## src/rtl/bgd_pkg.sv

```systemverilog
package bgd_pkg;

  localparam int ROW_W   = 13;
  localparam int COL_W   = 13;
  localparam int DIM_W   = 14;
  localparam int Q_DEPTH = 4;

  localparam logic [7:0] PIX_MAX = 8'd255;

  // register indexes of the configuration port
  localparam logic CFG_WIDTH  = 1'b0;
  localparam logic CFG_HEIGHT = 1'b1;

  typedef struct packed {
    logic [DIM_W-1:0] w;
    logic [12:0]      h;
  } dims_t;

  typedef struct packed {
    dims_t dims;
    logic  restart;
  } fctl_t;

  // one stream position: column of five raw rows plus row a-2 around it
  typedef struct packed {
    logic [ROW_W-1:0] row;
    logic [COL_W-1:0] col;
    logic [7:0]       v0;
    logic [7:0]       v1;
    logic [7:0]       v2;
    logic [7:0]       v3;
    logic [7:0]       v4;
    logic [7:0]       hm2;
    logic [7:0]       hm1;
    logic [7:0]       hp1;
    logic [7:0]       hp2;
  } item_t;

endpackage

```

## src/rtl/bgd_queue.sv

```systemverilog
module bgd_queue (
  input  logic           clk,
  input  logic           rst_n,
  input  logic           push,
  input  bgd_pkg::item_t din,
  input  logic           pop,
  output bgd_pkg::item_t head,
  output logic           full,
  output logic           empty
);
  import bgd_pkg::*;

  localparam int PW = $clog2(Q_DEPTH);

  item_t          slot_r [Q_DEPTH];
  logic [PW-1:0]  wp_r, rp_r;
  logic [PW:0]    cnt_r;

  assign full  = cnt_r == (PW+1)'(Q_DEPTH);
  assign empty = cnt_r == '0;
  assign head  = slot_r[rp_r];

  always_ff @(posedge clk) begin
    if (!rst_n) begin
      wp_r  <= '0;
      rp_r  <= '0;
      cnt_r <= '0;
    end else begin
      if (push) wp_r <= wp_r + 1'b1;
      if (pop)  rp_r <= rp_r + 1'b1;
      cnt_r <= cnt_r + (PW+1)'(push) - (PW+1)'(pop);
    end
  end

  always_ff @(posedge clk) begin
    if (push) slot_r[wp_r] <= din;
  end

endmodule

```

## config.mk

```make
export PLATFORM = sky130hd
export DESIGN_NAME = bgd_queue
export DESIGN_NICKNAME = d
export VERILOG_FILES = /design/src/rtl/bgd_pkg.sv /design/src/rtl/bgd_queue.sv
export SDC_FILE = /design/constraint.sdc
export NUM_CORES = 1
export LEC_CHECK = 0
export BUFFER_PORTS_ARGS = -buffer_cell sky130_fd_sc_hd__buf_2
export CORE_MARGIN = 2
export CORE_UTILIZATION = 26
export CTS_BUF_LIST = sky130_fd_sc_hd__clkbuf_8
export DETAILED_ROUTE_END_ITERATION = 6
export PLACE_DENSITY = 0.49
export SKIP_CTS_REPAIR_TIMING = 1
export SLEW_MARGIN = 20
export SYNTH_ARGS = -nofsm -noshare
export SYNTH_HDL_FRONTEND = slang
export SYNTH_SLANG_ARGS = --single-unit
```

## constraint.sdc

```tcl
create_clock -name clk -period 6.6 [get_ports clk]
set_clock_uncertainty 0.1 [all_clocks]
set_input_delay 1.65 -clock clk [delete_from_list [all_inputs] [get_ports clk]]
set_output_delay 1.65 -clock clk [all_outputs]
set_load 0.01 [all_outputs]
```

==> out/qor.txt, run 1 <==
critical path class = register to primary output
Post-Synth XOR/XNOR Area = 0.00284
most frequent cells in the layout = edfxtp_1 (392), buf_2 (201), mux4_2 (98), clkbuf_8 (77), inv_1 (34)
clock sink count = 401
Final Cycle Share = 0.668
footprint of the multi-input gates = 2450 sq um
vias = 6765
largest net degree at the start of global routing = 62
Adder-Cell Fraction of Synth Area = 0.00653
CTS tree = done
initial DRC count = 400
WL per Instance = 18.7 microns
# IOs = 202
Die Wd = 241 microns
PwrDens = 322 nW/um^2
Cells after Synth = 555
yosys warns = 0
WL final = 30400 microns
PortBufs = 201
Fill cells = 5288
core area = 55200 sq um
Setup WS pre-CTS = 2720 ps
max-cap check violation count = 0
Max Root-Sink Buffers = 3
RSZ-0062 raised after global routing = no
main area contributors after synthesis = edfxtp_1 (81%), mux4_2 (15%), dfxtp_1 (1.2%)
CTS H-tree depth = 3
row cnt = 86
cts bufs inserted = 73
fmax = 227 MHz
mux contribution to synthesized area = 0.152
Worst EP required = 4850 ps
final setup violation count = 0
Fin Setup TNS = 0 ps
mean post-synth cell area = 26.2 sq um
Reg clk slew, reported paths = 50 ps
Synth top area share = 0.809
CP max-delay cell = buf_4
Crit Path Max Fanout = 38
Synth area leader = edfxtp_1
Final Net Count = 925
worst skew pair latency = 600 ps
Critical Path AT = 2660 ps
status = finished, final reports clean
first-pass GRT wire length = 45500 microns
Top delay family on crit path = buffers and inverters
Syn Std Cell Area = 14600 sq um
Max VDD drop = 0.156 mV
Least-Margin Pin Slew = 853 ps
most common cell after layout, fill and taps aside = edfxtp_1
Detail Route Antenna Nets = 0
Initial Utilization = 0.264
DPL Wire Length = 17100 microns
worst stage delay on the critical path = 670 ps
GRT overflow = 0
initial antenna violation count = 7
syn nets = 664
Buf/Inv on CP = 2
Rel. slew slack = 0.431
Post-Synth Simple-Gate Area = 0.00516
final setup margin = 2190 ps
All-Layer GR Usage = 0.107
sequential fraction of the synthesis area = 0.821
Layout Area Growth over Synthesis = 23.3%
vias in the first global route = 7484
distinct cell type count after synthesis = 20
post-synthesis compound-gate area fraction = 0.00103
Final Hold Vio Count = 0
Final Max Tran Viols = 0
RD Place Congestion = 0.681
height of the die = 241 microns
Worst setup EP type = primary output
final total power = 5790 uW
register area = 12000 sq um
startpoint types = register
WHS = 423 ps
Hold Crit Class = register to register
full die area = 57900 sq um
# DRC = 0
crit path cell chain = buf_4 > mux4_2 > buf_2
crit path time final = 4410 ps
clock root cell = clkbuf_8
drt pass-1 iters = 4
FF+latch count, synth = 401
LEAKAGE = 0.00603 uW
share of layout cells above drive strength 1 = 0.462
main combinational cell family by area after synthesis = multiplexers
vias per cell = 4.17
==> kinds of logic after synthesis <==
kind of cell	count (synthesis)
simple gates	14
compound gates	2
flops	401
buf+inv	29
fa+ha+maj	7
xor+xnor	3
mux	99
==> worst min-delay path, stage by stage, from the launching register on <==
cell,delay [ps]
dfxtp_1,310
nand3b_1,100
a21oi_1,70
==> power by group <==
part	switching [uW]	internal [uW]
combinational	278	243
clock	1010	1280
sequential	44.4	2930
total	1340	4450
==> state kept, by name (all words and copies together), names as in the netlist, named ones only <==
register and cells:
wp_r 2, slot_r 392, cnt_r 3, rp_r 2
==> cell usage after synthesis (all sizes together) <==
library cell / instances
fa: 1
edfxtp: 392
and3: 1
mux2i: 1
xnor2: 2
xor3: 1
clkbuf: 7
buf: 15
ha: 6
nand3b: 1
mux4: 98
dfxtp: 9
a21bo: 1
nor2: 5
nor3: 1
a21oi: 1
inv: 7
and2: 6
==> cell type report <==
class                   count  area share
multi-input cells         125       0.137
repair buffers            208      0.0631
clock inverters            57      0.0212
well taps                 748      0.0521
flip-flops and latches    401       0.666
diodes                      1    0.000139
inverters                   7     0.00146
clock buffers              77      0.0590
==> final timing paths <==
kind,startpoint,endpoint,slack [ps],cells past startpoint
setup / recovery,register,head[86],2190,3
setup reg to reg,wp_r[0],slot_r[2][93],4460,4
hold / removal,rp_r[1],register,420,2
hold reg to reg,rp_r[1],register,420,2
==> metal layers <==
metal | GRT usage | routed length (microns)
met1 | 0.134 | 12700
met2 | 0.161 | 14200
met3 | 0.0446 | 2570
met4 | 0.0497 | 884
met5 | 0 | 57
==> metrics by stage <==
stage                     instances  instance area [sq um]  utilization
after CTS                      1623                  17900        0.325
final                          1624                  18000        0.325
after detailed placement       1489                  16500        0.299
after global placement         1489                  16500        0.299
after global routing           1623                  17900        0.325
after floorplan                 555                  14600            -
Note: power is estimated with default switching activity, not from simulation.
==> inputs of run 2 (changes only) <==
==> constraint.sdc (replaced) <==
create_clock -name clk -period 4.2 [get_ports clk]
set_clock_uncertainty 0.1 [all_clocks]
set_input_delay 1.05 -clock clk [delete_from_list [all_inputs] [get_ports clk]]
set_output_delay 1.05 -clock clk [all_outputs]
set_load 0.01 [all_outputs]
==> run 2 against run 1 <==
Global-route usage grew 0.066 points. Setup slack got worse by 1300 ps. Clock-buffer cell count is 5 lower. Register-to-register slack worse by 2300 ps. Largest cell class unchanged.
==> out/qor.txt, run 2 (same netlist as run 1, synthesis figures left out) <==
final setup violation count = 0 (unchanged)
initial antenna violation count = 4 (-3)
Detail Route Antenna Nets = 0 (unchanged)
Final Net Count = 928 (+0.32%)
Worst EP required = 3050 ps (-1800 ps)
vias = 6676 (-1.3%)
RD Place Congestion = 0.636 (-6.5%)
vias per cell = 4.13 (-0.95%)
All-Layer GR Usage = 0.108 (+0.000659)
Layout Area Growth over Synthesis = 22.6%
crit path time final = 3340 ps
met1 usage = 0.132 (-0.00172)
CTS tree = done
Final Hold Vio Count = 0 (unchanged)
CTS H-tree depth = 3 (unchanged)
Worst setup EP type = primary output
top flop regs = slot_r (392), cnt_r (3)
row cnt = 86 (unchanged)
Final Max Tran Viols = 0 (unchanged)
WL final = 30800 microns (+1.3%)
most common cell after layout, fill and taps aside = edfxtp_1
max reg flops = 392 (unchanged)
ANT cells = 0 (-1)
full die area = 57900 sq um (unchanged)
PortBufs = 201 (unchanged)
WL per Instance = 19.0 microns (+1.7%)
Crit Path Max Fanout = 98 (+160%)
Least-Margin Pin Slew = 772 ps (-81.3 ps)
crit path to = head[7]
first-pass GRT wire length = 45500 microns (-0.11%)
Setup WS pre-CTS = 1430 ps (-1300 ps)
DPL Wire Length = 17200 microns (+0.42%)
Fin Setup TNS = 0 ps (unchanged)
GRT overflow = 0 (unchanged)
LEAKAGE = 0.00597 uW (-0.90%)
share of layout cells above drive strength 1 = 0.464 (+0.00265)
RSZ-0062 raised after global routing = no
clock sink count = 401 (unchanged)
height of the die = 241 microns (unchanged)
met3 GRT Util = 0.0388 (-0.00583)
met2 usage = 0.170 (+0.00934)
Critical Path AT = 2190 ps (-470 ps)
r2r setup slk = 2200 ps (-2260 ps)
status = finished, final reports clean
Worst R2R Start = wp_r[0]
startpoint types = register
core area = 55200 sq um (unchanged)
Initial Utilization = 0.264 (unchanged)
clock root cell = clkbuf_8
vias in the first global route = 7288 (-2.6%)
max-cap check violation count = 0 (unchanged)
Reg clk slew, reported paths = 50 ps (about the same)
worst skew pair latency = 600 ps (about the same)
register area = 12000 sq um (unchanged)
r2r worst-path depth = 4 (unchanged)
Fill cells = 5321 (+0.62%)
fmax = 300 MHz
initial DRC count = 300 (-25%)
Max Root-Sink Buffers = 3 (unchanged)
critical path class = register to primary output
Rel. slew slack = 0.486 (+0.0542)
drt pass-1 iters = 4 (unchanged)
Hold Crit Class = register to register
largest net degree at the start of global routing = 99 (+60%)
final setup margin = 863 ps (-1330 ps)
Most Crowded Layer GR = met2
cts bufs inserted = 71 (-2.7%)
footprint of the multi-input gates = 2450 sq um (unchanged)
PwrDens = 493 nW/um^2 (+53%)
Die Wd = 241 microns (unchanged)
end of the worst register-to-register path = slot_r[2][77]
Max VDD drop = 0.247 mV (+58%)
# DRC = 0 (unchanged)
# IOs = 202 (unchanged)
most frequent cells in the layout = edfxtp_1 (392), buf_2 (201), mux4_2 (98), clkbuf_8 (72), inv_1 (30)
Final Cycle Share = 0.795
largest register by flop count = slot_r
-- run 2: layout make-up --
class                      count  area share
clock buffer                  72      0.0555
clock inverter                52      0.0164
inverter                       7     0.00147
multi-input combinational    125       0.138
sequential                   401       0.670
tap                          748      0.0525
timing repair buffer         213      0.0663
-- run 2: power breakdown --
part	internal, uW	switching (uW)	leakage (uW)	total, uW
Sequential	4600	42.9	0.00368	4640
Clock	1730	1560	0.000738	3290
Combinational	389	469	0.00156	858
Total	6720	2080	0.00597	8790
-- run 2: metrics by stage --
step                std cells  instance area (sq um)  total power, uW  utilization  hold WS (ps)
floorplan                 555                  14600             5230            -           399
global placement         1494                  16600             5600        0.300           416
detailed placement       1494                  16600             5620        0.300           415
CTS                      1618                  17800             8990        0.323           425
global route             1618                  17800             9220        0.323           475
finish                   1618                  17800             8790        0.323           422
-- run 2: worst max-delay path, cell delays in order, from the launching register on --
cell and delay (ps):
dfxtp_4 340, buf_12 440, mux4_2 430, buf_2 170
-- run 2: worst min path at each step --
stage	endpoint	startpoint	depth (start not counted)
6_report	register	rp_r[1]	2
2_1_floorplan	register	rp_r[1]	2
5_1_grt	slot_r[0][8]	din[8]	1
3_3_place_gp	register	rp_r[0]	2
3_5_place_dp	register	rp_r[1]	2
4_1_cts	register	rp_r[1]	2
-- run 2: routing by layer --
metal  part of all wire  up-vias
met5             0.0018        -
met4              0.025        8
met3              0.072       66
met2               0.48      199
met1               0.42     3472
li1                   -     2931
==> inputs of run 3 (changes only) <==
==> constraint.sdc (replaced) <==
create_clock -name clk -period 3.2 [get_ports clk]
set_clock_uncertainty 0.1 [all_clocks]
set_input_delay 0.8 -clock clk [delete_from_list [all_inputs] [get_ports clk]]
set_output_delay 0.8 -clock clk [all_outputs]
set_load 0.01 [all_outputs]
==> run 3 against run 2 <==
Clock power is 41% higher. Worst hold slack worse by 130 ps. Power is 35% higher. Flip-flop and latch count stayed put. First-iteration DRC count is 3.3% higher. Cell count is 0.74% higher. Global-route usage is 0.35 points lower. Utilization is 0.44 points higher. Setup slack worse by 690 ps. Critical path type unchanged.
==> out/qor.txt, run 3 (same netlist as run 1, synthesis figures left out) <==
most common cell after layout, fill and taps aside = edfxtp_1
Crit Path Max Fanout = 32 (-67%)
clock sink count = 401 (unchanged)
first-pass GRT wire length = 44000 microns (-3.3%)
CTS tree = done
fmax = 331 MHz
Final Cycle Share = 0.945
core area = 55200 sq um (unchanged)
row cnt = 86 (unchanged)
Setup WS pre-CTS = 608 ps (-819 ps)
Initial Utilization = 0.264 (unchanged)
met2 WL = 13900 microns (-5.5%)
Buf/Inv on CP = 2 (unchanged)
LEAKAGE = 0.00608 uW (+1.8%)
critical path class = register to primary output
final setup violation count = 0 (unchanged)
worst skew pair latency = 620 ps (+20 ps)
status = finished, final reports clean
PortBufs = 201 (unchanged)
RSZ-0062 raised after global routing = no
share of layout cells above drive strength 1 = 0.471 (+0.00615)
startpoint types = register
DRT met1 WL = 12500 microns (-4.3%)
WL per Instance = 18.3 microns (-4.2%)
All-Layer GR Usage = 0.104 (-0.00347)
Rel. slew slack = 0.702 (+0.216)
Layout Area Growth over Synthesis = 24.2%
crit path time final = 3020 ps
max reg flops = 392 (unchanged)
CTS H-tree depth = 3 (unchanged)
# DRC = 0 (unchanged)
clock root cell = clkbuf_8
Worst setup EP type = primary output
Max VDD drop = 0.352 mV (+43%)
cts bufs inserted = 73 (+2.8%)
final setup margin = 177 ps (-685 ps)
final core area utilization = 0.328 (+0.00435)
Hold Crit Class = input pin to register
WL final = 29800 microns (-3.5%)
Worst EP required = 2300 ps (-750 ps)
Final Max Tran Viols = 0 (unchanged)
drt pass-1 iters = 4 (unchanged)
# IOs = 202 (unchanged)
Reg clk slew, reported paths = 60 ps (about the same)
Top delay family on crit path = multiplexers
top flop regs = slot_r (392), cnt_r (3)
Final Hold Vio Count = 0 (unchanged)
full die area = 57900 sq um (unchanged)
Placed Cells = 1495 (+0.067%)
CP max-delay cell = mux4_2
Die Wd = 241 microns (unchanged)
vias = 6680 (+0.060%)
GRT overflow = 0 (unchanged)
post-route insts no fill = 1630 (+0.74%)
routed length on met3 = 2530 microns (+14%)
most frequent cells in the layout = edfxtp_1 (392), buf_2 (201), mux4_2 (98), clkbuf_8 (73), inv_1 (33)
Least-Margin Pin Slew = 447 ps (-325 ps)
initial DRC count = 310 (+3.3%)
Max Root-Sink Buffers = 3 (unchanged)
worst stage delay on the critical path = 560 ps (+120 ps)
height of the die = 241 microns (unchanged)
vias in the first global route = 7248 (-0.55%)
DPL Wire Length = 17300 microns (+0.64%)
PwrDens = 657 nW/um^2 (+33%)
ANT cells = 0 (unchanged)
crit path cell chain = buf_12 > mux4_2 > buf_2
largest register by flop count = slot_r
Detail Route Antenna Nets = 0 (unchanged)
initial antenna violation count = 7 (+3)
RD Place Congestion = 0.659 (+3.6%)
max-cap check violation count = 0 (unchanged)
Critical Path AT = 2120 ps (-70 ps)
largest net degree at the start of global routing = 56 (-43%)
vias per cell = 4.10 (-0.68%)
Fill cells = 5285 (-0.68%)
Final Net Count = 936 (+0.86%)
uppermost layer routed = met5
[run 3: power by group]
part	leakage [uW]	total [uW]	internal (uW)	switching, uW
registers	0.00368	6110	6040	68.6
clock network	0.000797	4640	2610	2030
logic	0.00161	1130	532	597
[run 3: metrics by stage]
| step | instance area [sq um] | power, uW | hold slack (ps) | setup TNS [ps] |
|---|---|---|---|---|
| 4_1_cts | 18000 | 12100 | 186 | -5710 |
| 3_3_place_gp | 16600 | 7370 | 410 | 0 |
| 2_1_floorplan | 14600 | 6860 | 399 | 0 |
| 3_5_place_dp | 16600 | 7380 | 435 | 0 |
| 6_report | 18100 | 11900 | 291 | 0 |
| 5_1_grt | 18100 | 12400 | 227 | 0 |
[run 3: worst paths after layout]
path	slack (ps)	start	depth (start not counted)	endpoint
worst max-delay path	180	register	3	head[78]
worst min-delay path	290	din[61]	1	slot_r[0][61]
worst max register to register	1470	wp_r[1]	4	slot_r[1][91]
worst min register to register	440	rp_r[0]	2	register
[run 3: area by class of cell]
class                           count  area, sq um  area share
Inverter                            7         26.3     0.00145
Sequential cell                   401        12000       0.661
Clock inverter                     57          399      0.0221
Clock buffer                       73         1000      0.0556
Tap cell                          748          936      0.0518
Multi-Input combinational cell    125         2450       0.136
Timing Repair Buffer              219         1300      0.0721
[run 3: metal layers]
layer,vias to the layer above,GRT usage
met5,-,0
met4,12,0.0504
met3,60,0.0452
met2,197,0.161
met1,3467,0.125
li1,2944,-
